File: src/hwrg_pkg.sv
`timescale 1ns / 1ps
// ----------------------------------------------------------------------------
// hwrg_pkg
// Shared constants and types for the hue wheel color generator.
// ----------------------------------------------------------------------------
package hwrg_pkg;

    localparam int TIME_W    = 16;
    localparam int CYC_W     = 16;
    localparam int LEVEL_W   = 8;
    localparam int RAMP_W    = 12;
    localparam int SEC_W     = 3;
    localparam int CFG_IDX_W = 2;
    localparam int CFG_DAT_W = 16;

    localparam int COUNT_WIDTH_DEF        = 16;
    localparam int STROBE_HALF_PERIOD_DEF = 3;

    localparam int LEVEL_MAX   = 255;
    localparam int SECTIONS    = 6;
    localparam int CYCLE_MIN   = 6;
    localparam int CYCLE_RESET = 4096;
    localparam int SEC_RESET   = CYCLE_RESET / SECTIONS;

    // cycle / 6 as multiply and shift, exact for any 16-bit cycle
    localparam int SEC_RECIP = 43691;
    localparam int SEC_SHIFT = 18;

    localparam logic [CFG_IDX_W-1:0] REG_CYCLE_LENGTH  = CFG_IDX_W'(0);
    localparam logic [CFG_IDX_W-1:0] REG_STROBE_ENABLE = CFG_IDX_W'(1);

    // sections: full channel, then the ramping one
    localparam logic [SEC_W-1:0] SEC_RG = SEC_W'(0);
    localparam logic [SEC_W-1:0] SEC_GR = SEC_W'(1);
    localparam logic [SEC_W-1:0] SEC_GB = SEC_W'(2);
    localparam logic [SEC_W-1:0] SEC_BG = SEC_W'(3);
    localparam logic [SEC_W-1:0] SEC_BR = SEC_W'(4);
    localparam logic [SEC_W-1:0] SEC_RB = SEC_W'(5);

    typedef struct packed {
        logic              lit;
        logic [RAMP_W-1:0] ramp_base;
    } color_req_t;

endpackage

File: src/hue_wheel_rgb_generator.sv
`timescale 1ns / 1ps
// ----------------------------------------------------------------------------
// hue_wheel_rgb_generator
// Six-sector saturated hue wheel: time count in, red/green/blue levels out.
// ----------------------------------------------------------------------------
//  channel  | ports                        | word
//  ---------+------------------------------+------------------------------
//  input    | s_valid s_ready              | s_time_count
//  result   | m_valid m_ready              | m_red/green/blue_level
//  config   | cfg_valid cfg_ready          | cfg_index cfg_data
//
//  One word per cycle in while m_ready holds; each word passes through the
//  modulo cell row (one cell per count bit), two scale stages, the
//  12-cell ramp divide row and the output register.
//  Every stage stalls only when it holds a word the next one cannot take.
//  Reset: cycle length 4096, strobe off, all stages empty.
// ----------------------------------------------------------------------------
module hue_wheel_rgb_generator
    import hwrg_pkg::*;
#(
    parameter int COUNT_WIDTH        = COUNT_WIDTH_DEF,
    parameter int STROBE_HALF_PERIOD = STROBE_HALF_PERIOD_DEF
) (
    input  logic                 aclk,
    input  logic                 aresetn,
    input  logic                 s_valid,
    output logic                 s_ready,
    input  logic [TIME_W-1:0]    s_time_count,
    output logic                 m_valid,
    input  logic                 m_ready,
    output logic [LEVEL_W-1:0]   m_red_level,
    output logic [LEVEL_W-1:0]   m_green_level,
    output logic [LEVEL_W-1:0]   m_blue_level,
    input  logic                 cfg_valid,
    output logic                 cfg_ready,
    input  logic [CFG_IDX_W-1:0] cfg_index,
    input  logic [CFG_DAT_W-1:0] cfg_data
);

    localparam int CNT_W = (COUNT_WIDTH < TIME_W) ? COUNT_WIDTH : TIME_W;
    localparam int DVD_W = CNT_W + 8;
    localparam int ACC_B = RAMP_W + 1;

    logic [CYC_W-1:0] cyc_reg, cyc_w;
    logic [CYC_W-1:0] sec_reg;
    logic             strobe_reg;
    logic [31:0]      sec_prod;

    assign cfg_ready = 1'b1;

    always_comb begin
        cyc_w    = (cfg_data < CYC_W'(CYCLE_MIN)) ? CYC_W'(CYCLE_MIN) : cfg_data;
        sec_prod = 32'(cyc_w) * 32'(SEC_RECIP);
    end

    always_ff @(posedge aclk) begin
        if (!aresetn) begin
            cyc_reg    <= CYC_W'(CYCLE_RESET);
            sec_reg    <= CYC_W'(SEC_RESET);
            strobe_reg <= 1'b0;
        end else if (cfg_valid && cfg_ready) begin
            unique case (cfg_index)
                REG_CYCLE_LENGTH: begin
                    cyc_reg <= cyc_w;
                    sec_reg <= CYC_W'(sec_prod >> SEC_SHIFT);
                end
                REG_STROBE_ENABLE: begin
                    strobe_reg <= cfg_data[0];
                end
                default: ;
            endcase
        end
    end

    // position = count mod cycle
    logic             a_valid [CNT_W+1];
    logic             a_ready [CNT_W+1];
    logic [CNT_W-1:0] a_rem   [CNT_W+1];
    logic [1:0]       a_acc   [CNT_W+1];

    assign a_valid[0] = s_valid;
    assign s_ready    = a_ready[0];
    assign a_rem[0]   = s_time_count[CNT_W-1:0];
    assign a_acc[0]   = 2'b00;

    for (genvar i = 0; i < CNT_W; i++) begin : g_mod
        hwrg_div_cell #(
            .REM_W(CNT_W), .DIV_W(CYC_W), .ACC_W(2), .SHIFT(CNT_W - 1 - i)
        ) u_cell (
            .aclk(aclk), .aresetn(aresetn),
            .in_valid(a_valid[i]), .in_ready(a_ready[i]),
            .in_rem(a_rem[i]), .in_acc(a_acc[i]), .divisor(cyc_reg),
            .out_valid(a_valid[i+1]), .out_ready(a_ready[i+1]),
            .out_rem(a_rem[i+1]), .out_acc(a_acc[i+1])
        );
    end

    // ramp base = 255 * position / section
    logic             b_valid [RAMP_W+1];
    logic             b_ready [RAMP_W+1];
    logic [DVD_W-1:0] b_rem   [RAMP_W+1];
    logic [ACC_B-1:0] b_acc   [RAMP_W+1];
    logic             scale_lit;

    hwrg_scale_stage #(
        .POS_W(CNT_W), .STROBE_HALF_PERIOD(STROBE_HALF_PERIOD)
    ) u_scale (
        .aclk(aclk), .aresetn(aresetn), .strobe_en(strobe_reg),
        .in_valid(a_valid[CNT_W]), .in_ready(a_ready[CNT_W]), .in_pos(a_rem[CNT_W]),
        .out_valid(b_valid[0]), .out_ready(b_ready[0]),
        .out_dividend(b_rem[0]), .out_lit(scale_lit)
    );

    assign b_acc[0] = {RAMP_W'(0), scale_lit};

    for (genvar j = 0; j < RAMP_W; j++) begin : g_ramp
        hwrg_div_cell #(
            .REM_W(DVD_W), .DIV_W(CYC_W), .ACC_W(ACC_B), .SHIFT(RAMP_W - 1 - j)
        ) u_cell (
            .aclk(aclk), .aresetn(aresetn),
            .in_valid(b_valid[j]), .in_ready(b_ready[j]),
            .in_rem(b_rem[j]), .in_acc(b_acc[j]), .divisor(sec_reg),
            .out_valid(b_valid[j+1]), .out_ready(b_ready[j+1]),
            .out_rem(b_rem[j+1]), .out_acc(b_acc[j+1])
        );
    end

    color_req_t req;
    logic [DVD_W-1:0] ramp_rem;

    assign req.lit       = b_acc[RAMP_W][RAMP_W];
    assign req.ramp_base = b_acc[RAMP_W][RAMP_W-1:0];
    assign ramp_rem      = b_rem[RAMP_W];

    hwrg_color_stage u_color (
        .aclk(aclk), .aresetn(aresetn),
        .in_valid(b_valid[RAMP_W]), .in_ready(b_ready[RAMP_W]), .in_req(req),
        .m_valid(m_valid), .m_ready(m_ready),
        .m_red_level(m_red_level), .m_green_level(m_green_level),
        .m_blue_level(m_blue_level)
    );

    // remainder of the ramp divide is always below the section size
    a_ramp_rem: assert property (@(posedge aclk) disable iff (!aresetn)
        b_valid[RAMP_W] |-> (ramp_rem < DVD_W'(sec_reg)))
        else $error("ramp divide remainder not below section size");

    a_section: assert property (@(posedge aclk) disable iff (!aresetn)
        (32'(sec_reg) * 32'(SECTIONS) <= 32'(cyc_reg)) &&
        (32'(cyc_reg) < 32'(sec_reg) * 32'(SECTIONS) + 32'(SECTIONS)))
        else $error("section size does not match cycle length");

    a_full_chan: assert property (@(posedge aclk) disable iff (!aresetn)
        m_valid |-> (m_red_level == LEVEL_W'(LEVEL_MAX) ||
                     m_green_level == LEVEL_W'(LEVEL_MAX) ||
                     m_blue_level == LEVEL_W'(LEVEL_MAX) ||
                     (m_red_level == '0 && m_green_level == '0 && m_blue_level == '0)))
        else $error("lit word without a full channel");

    a_dark_chan: assert property (@(posedge aclk) disable iff (!aresetn)
        m_valid |-> (m_red_level == '0 || m_green_level == '0 || m_blue_level == '0))
        else $error("word without a dark channel");

endmodule

File: src/hwrg_div_cell.sv
`timescale 1ns / 1ps
// ----------------------------------------------------------------------------
// hwrg_div_cell
// One restoring division cell: tries divisor << SHIFT, shifts the bit in.
// ----------------------------------------------------------------------------
module hwrg_div_cell #(
    parameter int REM_W = 16,
    parameter int DIV_W = 16,
    parameter int ACC_W = 2,
    parameter int SHIFT = 0
) (
    input  logic             aclk,
    input  logic             aresetn,
    input  logic             in_valid,
    output logic             in_ready,
    input  logic [REM_W-1:0] in_rem,
    input  logic [ACC_W-1:0] in_acc,
    input  logic [DIV_W-1:0] divisor,
    output logic             out_valid,
    input  logic             out_ready,
    output logic [REM_W-1:0] out_rem,
    output logic [ACC_W-1:0] out_acc
);

    localparam int CMP_W = REM_W + DIV_W;

    logic             valid_reg;
    logic [REM_W-1:0] rem_reg, rem_next;
    logic [ACC_W-1:0] acc_reg, acc_next;
    logic [CMP_W-1:0] rem_ext, div_sh, diff;
    logic             fits;

    assign in_ready = !valid_reg || out_ready;

    always_comb begin
        rem_ext  = CMP_W'(in_rem);
        div_sh   = CMP_W'(divisor) << SHIFT;
        fits     = rem_ext >= div_sh;
        diff     = rem_ext - div_sh;
        rem_next = fits ? REM_W'(diff) : in_rem;
        acc_next = {in_acc[ACC_W-2:0], fits};
    end

    always_ff @(posedge aclk) begin
        if (!aresetn) begin
            valid_reg <= 1'b0;
        end else if (in_ready) begin
            valid_reg <= in_valid;
        end
    end

    always_ff @(posedge aclk) begin
        if (in_ready) begin
            rem_reg <= rem_next;
            acc_reg <= acc_next;
        end
    end

    assign out_valid = valid_reg;
    assign out_rem   = rem_reg;
    assign out_acc   = acc_reg;

endmodule

File: src/hwrg_scale_stage.sv
`timescale 1ns / 1ps
// ----------------------------------------------------------------------------
// hwrg_scale_stage
// Two stages: position times 255 for the ramp divide, strobe phase check.
// ----------------------------------------------------------------------------
module hwrg_scale_stage
    import hwrg_pkg::*;
#(
    parameter int POS_W              = 16,
    parameter int STROBE_HALF_PERIOD = STROBE_HALF_PERIOD_DEF
) (
    input  logic               aclk,
    input  logic               aresetn,
    input  logic               strobe_en,
    input  logic               in_valid,
    output logic               in_ready,
    input  logic [POS_W-1:0]   in_pos,
    output logic               out_valid,
    input  logic               out_ready,
    output logic [POS_W+7:0]   out_dividend,
    output logic               out_lit
);

    localparam int DVD_W   = POS_W + 8;
    localparam int MOD     = 2 * STROBE_HALF_PERIOD;
    localparam int MOD_W   = 8;
    localparam int THR     = 3 * STROBE_HALF_PERIOD;
    localparam int K       = POS_W + 8;
    localparam longint unsigned RECIP = ((64'd1 << K) + 64'(MOD) - 64'd1) / 64'(MOD);
    localparam int RECIP_W = K + 1;
    localparam int PROD_W  = POS_W + RECIP_W;
    localparam int QM_W    = POS_W + MOD_W;

    logic              v1_reg, v2_reg, r1, r2;
    logic [POS_W-1:0]  pos1_reg, qm1_reg, qm_next;
    logic [DVD_W-1:0]  dvd1_reg, dvd2_reg, dvd_next;
    logic [PROD_W-1:0] prod_rcp;
    logic [QM_W-1:0]   qm_mod;
    logic [POS_W-1:0]  sp_wide;
    logic [MOD_W-1:0]  sp;
    logic              lit_next, lit2_reg;

    assign r2       = !v2_reg || out_ready;
    assign r1       = !v1_reg || r2;
    assign in_ready = r1;

    always_comb begin
        prod_rcp = PROD_W'(in_pos) * PROD_W'(RECIP);
        qm_next  = POS_W'(prod_rcp >> K);
        dvd_next = {in_pos, 8'b0} - DVD_W'(in_pos);
        qm_mod   = QM_W'(qm1_reg) * QM_W'(MOD);
        sp_wide  = pos1_reg - POS_W'(qm_mod);
        sp       = sp_wide[MOD_W-1:0];
        lit_next = !strobe_en || ({sp, 1'b0} > (MOD_W + 1)'(THR));
    end

    always_ff @(posedge aclk) begin
        if (!aresetn) begin
            v1_reg <= 1'b0;
            v2_reg <= 1'b0;
        end else begin
            if (r1) begin
                v1_reg <= in_valid;
            end
            if (r2) begin
                v2_reg <= v1_reg;
            end
        end
    end

    always_ff @(posedge aclk) begin
        if (r1) begin
            pos1_reg <= in_pos;
            qm1_reg  <= qm_next;
            dvd1_reg <= dvd_next;
        end
        if (r2) begin
            dvd2_reg <= dvd1_reg;
            lit2_reg <= lit_next;
        end
    end

    assign out_valid    = v2_reg;
    assign out_dividend = dvd2_reg;
    assign out_lit      = lit2_reg;

endmodule

File: src/hwrg_color_stage.sv
`timescale 1ns / 1ps
// ----------------------------------------------------------------------------
// hwrg_color_stage
// Section select, ramp clamp and the output register.
// ----------------------------------------------------------------------------
module hwrg_color_stage
    import hwrg_pkg::*;
(
    input  logic               aclk,
    input  logic               aresetn,
    input  logic               in_valid,
    output logic               in_ready,
    input  color_req_t         in_req,
    output logic               m_valid,
    input  logic               m_ready,
    output logic [LEVEL_W-1:0] m_red_level,
    output logic [LEVEL_W-1:0] m_green_level,
    output logic [LEVEL_W-1:0] m_blue_level
);

    localparam int RW = RAMP_W + 2;

    logic               valid_reg;
    logic [LEVEL_W-1:0] red_reg, green_reg, blue_reg;
    logic [LEVEL_W-1:0] red_next, green_next, blue_next;
    logic [RAMP_W-1:0]  rb;
    logic [SEC_W-1:0]   idx, knot;
    logic [RW-1:0]      origin;
    logic signed [RW-1:0] ramp;
    logic [LEVEL_W-1:0] lvl;

    assign in_ready = !valid_reg || m_ready;
    assign rb       = in_req.ramp_base;

    always_comb begin
        if (rb >= RAMP_W'(5 * LEVEL_MAX)) begin
            idx = SEC_RB;
        end else if (rb >= RAMP_W'(4 * LEVEL_MAX)) begin
            idx = SEC_BR;
        end else if (rb >= RAMP_W'(3 * LEVEL_MAX)) begin
            idx = SEC_BG;
        end else if (rb >= RAMP_W'(2 * LEVEL_MAX)) begin
            idx = SEC_GB;
        end else if (rb >= RAMP_W'(LEVEL_MAX)) begin
            idx = SEC_GR;
        end else begin
            idx = SEC_RG;
        end

        knot   = idx[0] ? idx + SEC_W'(1) : idx;
        origin = RW'(LEVEL_MAX) * RW'(knot);
        ramp   = idx[0] ? $signed(origin - RW'(rb)) : $signed(RW'(rb) - origin);

        if (ramp < 0) begin
            lvl = '0;
        end else if (ramp > RW'(LEVEL_MAX)) begin
            lvl = LEVEL_W'(LEVEL_MAX);
        end else begin
            lvl = ramp[LEVEL_W-1:0];
        end

        unique case (idx)
            SEC_RG: begin
                red_next = LEVEL_W'(LEVEL_MAX); green_next = lvl; blue_next = '0;
            end
            SEC_GR: begin
                red_next = lvl; green_next = LEVEL_W'(LEVEL_MAX); blue_next = '0;
            end
            SEC_GB: begin
                red_next = '0; green_next = LEVEL_W'(LEVEL_MAX); blue_next = lvl;
            end
            SEC_BG: begin
                red_next = '0; green_next = lvl; blue_next = LEVEL_W'(LEVEL_MAX);
            end
            SEC_BR: begin
                red_next = lvl; green_next = '0; blue_next = LEVEL_W'(LEVEL_MAX);
            end
            default: begin
                red_next = LEVEL_W'(LEVEL_MAX); green_next = '0; blue_next = lvl;
            end
        endcase

        if (!in_req.lit) begin
            red_next   = '0;
            green_next = '0;
            blue_next  = '0;
        end
    end

    always_ff @(posedge aclk) begin
        if (!aresetn) begin
            valid_reg <= 1'b0;
        end else if (in_ready) begin
            valid_reg <= in_valid;
        end
    end

    always_ff @(posedge aclk) begin
        if (in_ready) begin
            red_reg   <= red_next;
            green_reg <= green_next;
            blue_reg  <= blue_next;
        end
    end

    assign m_valid       = valid_reg;
    assign m_red_level   = red_reg;
    assign m_green_level = green_reg;
    assign m_blue_level  = blue_reg;

endmodule
File: config.mk
export PLATFORM = sky130hd
export DESIGN_NAME = hue_wheel_rgb_generator
export DESIGN_NICKNAME = d
export VERILOG_FILES = /design/src/hwrg_pkg.sv /design/src/hue_wheel_rgb_generator.sv /design/src/hwrg_div_cell.sv /design/src/hwrg_scale_stage.sv /design/src/hwrg_color_stage.sv
export SDC_FILE = /design/constraint.sdc
export NUM_CORES = 2
export LEC_CHECK = 0
export ABC_AREA = 1
export CAP_MARGIN = 5
export CELL_PAD_IN_SITES_DETAIL_PLACEMENT = 1
export CELL_PAD_IN_SITES_GLOBAL_PLACEMENT = 2
export CORE_UTILIZATION = 39
export CTS_CLUSTER_DIAMETER = 40
export DETAILED_ROUTE_END_ITERATION = 8
export DONT_BUFFER_PORTS = 1
export PLACE_DENSITY_LB_ADDON = 0.1
export SLEW_MARGIN = 20
export SYNTH_ARGS = -nofsm -noshare
export SYNTH_HDL_FRONTEND = slang
export SYNTH_SLANG_ARGS = --single-unit
File: constraint.sdc
create_clock -name aclk -period 7.5 [get_ports aclk]
set_clock_uncertainty 0.15 [all_clocks]
set_input_delay 1.5 -clock aclk [delete_from_list [all_inputs] [get_ports aclk]]
set_output_delay 1.5 -clock aclk [all_outputs]
set_load 0.02 [all_outputs]
Word-level counts from Yosys, hierarchy flattened:

Index checks and enable logic that the tools add are counted.

* order comparisons: 37
* add/subtract/negate cells: 32
* multipliers: 4
* shifts and indexed selects: 0
* bitwise gates (word level): 0
* divide/modulo/power cells: 0
* muxes and demuxes: 40
* reductions and logical operators: 74
* eq/ne operators: 5

Operator list (number)
* $mux W16: 17
* $mux W24: 11
* $sub A16 B16 Y16: 16
* $pmux W8 S2: 3
* $sub A24 B16 Y24: 2
* $sub A24 B24 Y24: 2
* $mul A16 B22 Y38 const B: 1
* $logic_not A1 Y1: 32
* $logic_or A1 B1 Y1: 32
* $mul A16 B16 Y32 const B: 1
* $ge A16 B31 Y1: 1
* $ge A16 B30 Y1: 1
* $ge A16 B29 Y1: 1
* $ge A16 B28 Y1: 1
* $ge A16 B27 Y1: 1
* $ge A16 B26 Y1: 1
* $ge A16 B25 Y1: 1
* $ge A24 B25 Y1: 1
* $ge A12 B10 Y1 const B: 2
* $ge A16 B24 Y1: 1
* $ge A24 B14 Y1: 1
* $ge A24 B15 Y1: 1
* $ge A24 B16 Y1: 1
* $ge A24 B17 Y1: 1
* other kinds (48): 60

* RAM bits: 0
* input bits: 39
* output and inout port bits: 27
* memory bits (read-only): 0
* bits in latches: 0
* word-level logic and storage cells: 273
* memories kept: 0
* flip-flop bits (word level): 767

Depth between registers and ports, before layout:

* depth in word-level cells: 32
* depth in mapped cells: 30

By module:

A second synthesis with hierarchy kept.

* cells, all modules: 9086
* area total of the unflattened synthesis: 71371.0 µm²

By module, submodules not included
* hwrg_scale_stage: seq. area each 1931.9 µm², area each 7851.3 µm², instances 1, cells an instance 906
* hue_wheel_rgb_generator: seq. area each 620.6 µm², area each 6413.7 µm², instances 1, cells an instance 830
* hwrg_div_cell (g_ramp[9].u_cell): seq. area each 1131.1 µm², area each 3091.7 µm², instances 1, cells an instance 410
* hwrg_div_cell (g_ramp[11].u_cell): seq. area each 1131.1 µm², area each 3046.7 µm², instances 1, cells an instance 402
* hwrg_color_stage: seq. area each 740.7 µm², area each 2892.8 µm², instances 1, cells an instance 421
* hwrg_div_cell (g_ramp[10].u_cell): seq. area each 1131.1 µm², area each 2887.8 µm², instances 1, cells an instance 401
* hwrg_div_cell (g_ramp[8].u_cell): seq. area each 1131.1 µm², area each 2857.7 µm², instances 1, cells an instance 383
* hwrg_div_cell (g_ramp[6].u_cell): seq. area each 1131.1 µm², area each 2741.4 µm², instances 1, cells an instance 375
* hwrg_div_cell (g_ramp[3].u_cell): seq. area each 1131.1 µm², area each 2707.6 µm², instances 1, cells an instance 329
* hwrg_div_cell (g_ramp[4].u_cell): seq. area each 1131.1 µm², area each 2705.1 µm², instances 1, cells an instance 365
* hwrg_div_cell (g_ramp[5].u_cell): seq. area each 1131.1 µm², area each 2672.6 µm², instances 1, cells an instance 351
* hwrg_div_cell (g_ramp[7].u_cell): seq. area each 1131.1 µm², area each 2667.6 µm², instances 1, cells an instance 341
* hwrg_div_cell (g_ramp[2].u_cell): seq. area each 1131.1 µm², area each 2512.4 µm², instances 1, cells an instance 305
* hwrg_div_cell (g_ramp[1].u_cell): seq. area each 1131.1 µm², area each 2439.8 µm², instances 1, cells an instance 280
* +17 rows

Worst setup path before layout:

No wires, ideal clock.

* kind: input -> output
* from: in m_ready
* to: out s_ready
* data arrival time: 6.198 ns
* setup slack: -0.348 ns
* buffers on the path: 0
* required time: 5.850 ns
* stages: 16
* path through: inv_2 nand4_4 nor2_4 nand4_4 nor2_4 nand4_4 nor2_4 nand4_4 nor2_4 nand4_4 nor2_4 nand4_4 nor2_4 nand4_4 nor2_8 nand4_4

* cells in the longest elaborated chain, start to end: 31

RTL lines
* start: declaration: line hue_wheel_rgb_generator.sv:30 `input logic m_ready,`
* $logic_or A1 B1 Y1: line hwrg_color_stage.sv:32 `assign in_ready = !valid_reg || m_ready;`
* $logic_or A1 B1 Y1 (2 in series): line hwrg_div_cell.sv:33 `assign in_ready = !valid_reg || out_ready;`
* via g_ramp[10].u_cell.in_ready: line hwrg_div_cell.sv:15 `output logic in_ready,`
* $logic_or A1 B1 Y1 (4 in series): line hwrg_div_cell.sv:33
* via g_ramp[5].u_cell.out_ready: line hwrg_div_cell.sv:20 `input logic out_ready,`
* $logic_or A1 B1 Y1 (4 in series): line hwrg_div_cell.sv:33
* via g_ramp[1].u_cell.out_ready: line hwrg_div_cell.sv:20
* $logic_or A1 B1 Y1 (2 in series): line hwrg_div_cell.sv:33
* [... 2 more ...]
* via g_mod[15].u_cell.out_ready: line hwrg_div_cell.sv:20
* $logic_or A1 B1 Y1 (4 in series): line hwrg_div_cell.sv:33
* via g_mod[11].u_cell.out_ready: line hwrg_div_cell.sv:20
* $logic_or A1 B1 Y1 (4 in series): line hwrg_div_cell.sv:33
* via g_mod[7].u_cell.out_ready: line hwrg_div_cell.sv:20
* $logic_or A1 B1 Y1 (4 in series): line hwrg_div_cell.sv:33
* via g_mod[3].u_cell.out_ready: line hwrg_div_cell.sv:20
* $logic_or A1 B1 Y1 (4 in series): line hwrg_div_cell.sv:33
* end: declaration: line hue_wheel_rgb_generator.sv:27 `output logic s_ready,`

The timed path passes the listed nets, and every way through them passes these cells.

Final worst setup path:

Ends and elaborated chain as after synthesis.

==> impl_metrics.json <==
{
  "groute.usage.overall_pct": 22.58,
  "core_area_sq_mm": 0.1282,
  "finalWirelength_mm": 144.7,
  "setup_viol": 0,
  "hp-class": "flip-flop to flip-flop",
  "cpPeakStageDelay_ns": 0.37,
  "cts_tree": "built",
  "endpoint": "s_ready",
  "maxCapViolations": 0,
  "drt_pass1_iterations": 5,
  "layout-drive-gt1-share_pct": 6.465,
  "grt_pass1_wl_mm": 226.0,
  "initialDrtViolationCount": 1813,
  "synth_top_area_share_pct": 41.35,
  "cpMostUsedCell": "nand4_4",
  "grt_pass1_vias": 38960,
  "max_freq_mhz": 145.7,
  "antenna_found_initial": 2,
  "synth_top_cell_by_area": "edfxtp_1",
  "post_cts_buffers": 0,
  "worst_hold_slack_ns": 0.2526,
  "cp_slowest_cell": "nand4_4",
  "syn_nets": 5851,
  "hpwl_mm": 113.4,
  "avgViaCountPerCell": 5.160,
  "cp-start-kind": "primary input",
  "synthArstFlopShare_pct": 0,
  "die_h_um": 362.2,
  "min_period_over_period_pct": 91.51,
  "gp_congestion": 0.8661,
  "ys.flop_type": "edfxtp_1",
  "reg2regPathDepth": 25,
  "nets": 5979,
  "place_ws_ns": 0.1862,
  "ys_types": 64,
  "synth-seq-cells": 759,
  "worstSkewPairLatency_ns": 0.78,
  "worst-path-stages": 16,
  "clkSinkCount": 759,
  "start_util_pct": 39.49,
  "n_antenna_cell": 0,
  "synth.area.top_cells": "edfxtp_1 (41%), ha_1 (14%), fa_1 (7.4%), inv_1 (5.5%), a21oi_1 (5.4%)",
  "cp_data_arrival_time_ns": 5.21,
  "crit_buf_inv": 1,
  "overflow": 0,
  "area_delta_synth_final_pct": 14.20,
  "syn_inst": 5047,
  "reg2reg_setup_slack_ns": 1.23,
  "grt_max_degree": 40,
  "ant_nets": 0,
  "endpoint_kind": "primary output",
  "die_x_um": 362.2,
  "io_pins": 66,
  "synth_edf_count": 697,
  "rsz0062_at_grt": "false",
  "place.port_buffers": 0,
  "setup.worst_path.start": "m_ready",
  "rr_endpoint": "u_color.m_red_level[1]",
  "route.detailed.drc": 0,
  "cts_root_buffer": "clkbuf_16",
  "wl_per_cell_um": 20.62,
  "final_max_slew_viol_count": 0,
  "required_ns": 5.85,
  "synth_area_per_cell_sq_um": 10.03,
  "vias": 36220,
  "yosysSeqAreaShare_pct": 43.81,
  "worst_slew_pin_slew_ns": 1.028,
  "hold_violations": 0,
  "timing.rr.start": "g_ramp[11].u_cell.out_acc[4]",
  "largest_reg_flops": 264,
  "postCtsHoldBufs": 0,
  "clock_path_buffers": 3,
  "cts_buffers": 140,
  "fin_crit_ns": 6.863,
  "fin_util_pct": 45.09,
  "cp_top_family": "simple AND/OR/NAND/NOR gates",
  "ys_warn_count": 0,
  "ctsResizeCount": 0,
  "syn_area_sq_mm": 0.05061,
  "dieArea_sq_mm": 0.1312,
  "cts.clk_slew.worst_paths_ns": 0.05,
  "critPathKind": "primary input to primary output",
  "status": "finished, final reports clean",
  "cp_max_fo": 18,
  "htreeDepth": 4,
  "relSlewSlack_pct": 31.31,
  "rows": 131,
  "crit_path_cell_trace": "inv_2 -> nand4_4 -> nor2_4 -> nand4_4 -> nor2_4 -> nand4_4 -> nor2_4 -> nand4_4 -> nor2_4 -> nand4_4 -> nor2_4 -> nand4_4 -> nor2_4 -> nand4_4 -> nor2_8 -> nand4_4",
  "fin_ws_ns": 0.6366
}
[through the flow]
step                      setup TNS [ns]  instances  instance area (sq um)
after global placement                 0       6762                  53010
after floorplan                  -0.3483       5047                  50610
after global routing                   0       7019                  57800
after CTS                              0       7019                  57780
final                                  0       7019                  57800
after detailed placement               0       6762                  53030
[layer usage]
metal | GRT usage [%] | vias up | part of all wire (%)
li1 | - | 17760 | -
met4 | 6.114 | 0 | 2.1
met1 | 29.66 | 17780 | 46
met3 | 4.169 | 178 | 4.0
met2 | 38.01 | 503 | 48
met5 | 0 | - | 0
[cell type report]
cell class,instances,area [sq um]
clock buffers,164,3666
clock inverters,93,1089
fillers,14200,70380
inverters,744,2794
multi-input cells,3465,25420
flip-flops and latches,759,22170
well taps,1729,2163
repair buffers,65,488.0
[kinds of logic after synthesis]
group | share of synthesized area, %
multiplexers | 0.1928
adder cells (fa/ha/maj) | 21.67
XOR/XNOR | 5.538
AND/OR/NAND/NOR | 11.50
buffers and inverters | 6.119
other | 0.007409
flip-flops | 43.81
AO/OA/AOI/OAI | 11.17
[synthesized netlist by cell type, types with 4 or more instances]
master and number:
fa_1 186, inv_1 736, and2_1 4, buf_1 4, o2111ai_1 6, nor2_4 6
nand4_1 53, nand2_1 614, o31ai_1 9, clkbuf_1 72, nand4_4 8, a211oi_1 15
a21boi_0 4, o21ai_1 16, nand3_1 129, ha_1 579, a21oi_1 550, edfxtp_1 697
clkinv_1 4, a41oi_1 5, nor3_1 55, xnor2_1 114, dfxtp_1 62, a31oi_1 24
nor4_1 60, a21o_1 10, o221ai_1 6, o21a_1 11, xor2_1 206, nand3b_1 9
mux2_2 6, nor2_1 372, o21ai_0 300, or2_2 8, a221oi_1 8, a21oi_2 4
o211ai_1 20, o21bai_1 34
[worst min-delay path by stage]
stage,from,endpoint,slack (ns),cells past startpoint
floorplan,u_scale.out_lit,g_ramp[0].u_cell.out_acc[1],0.25,0
global placement,u_scale.dvd1_reg[22],u_scale.out_dividend[22],0.25,0
detailed placement,g_ramp[7].u_cell.out_acc[3],g_ramp[8].u_cell.out_acc[4],0.26,0
CTS,g_ramp[10].u_cell.out_acc[2],g_ramp[11].u_cell.out_acc[3],0.26,0
global route,u_scale.dvd1_reg[2],u_scale.out_dividend[2],0.27,0
finish,g_ramp[9].u_cell.out_acc[8],g_ramp[10].u_cell.out_acc[9],0.25,0
[cell usage in the layout, fill, tap and decap left out, types with 15 or more instances in the layout]
cell       netlist  routed
fa_1           186     186
a31oi_1         24      22
xor2_1         206     206
a21oi_1        550     549
xnor2_1        114     114
edfxtp_1       697     697
o211ai_1        20      20
nor3_1          55      54
inv_1          736     736
clkinv_2         1      15
nand2_1        614     612
clkinv_1         4      17
nand4_1         53      53
o21ai_1         16      15
ha_1           579     579
clkbuf_1        72      19
clkbuf_16        0     142
nor2_1         372     372
buf_4            1      65
o21ai_0        300     300
dfxtp_1         62      61
nand3_1        129     129
o21bai_1        34      34
nor4_1          60      60
Power is not shown: default switching activity piles up to over one toggle a cycle in this logic, so the estimate is an artifact.
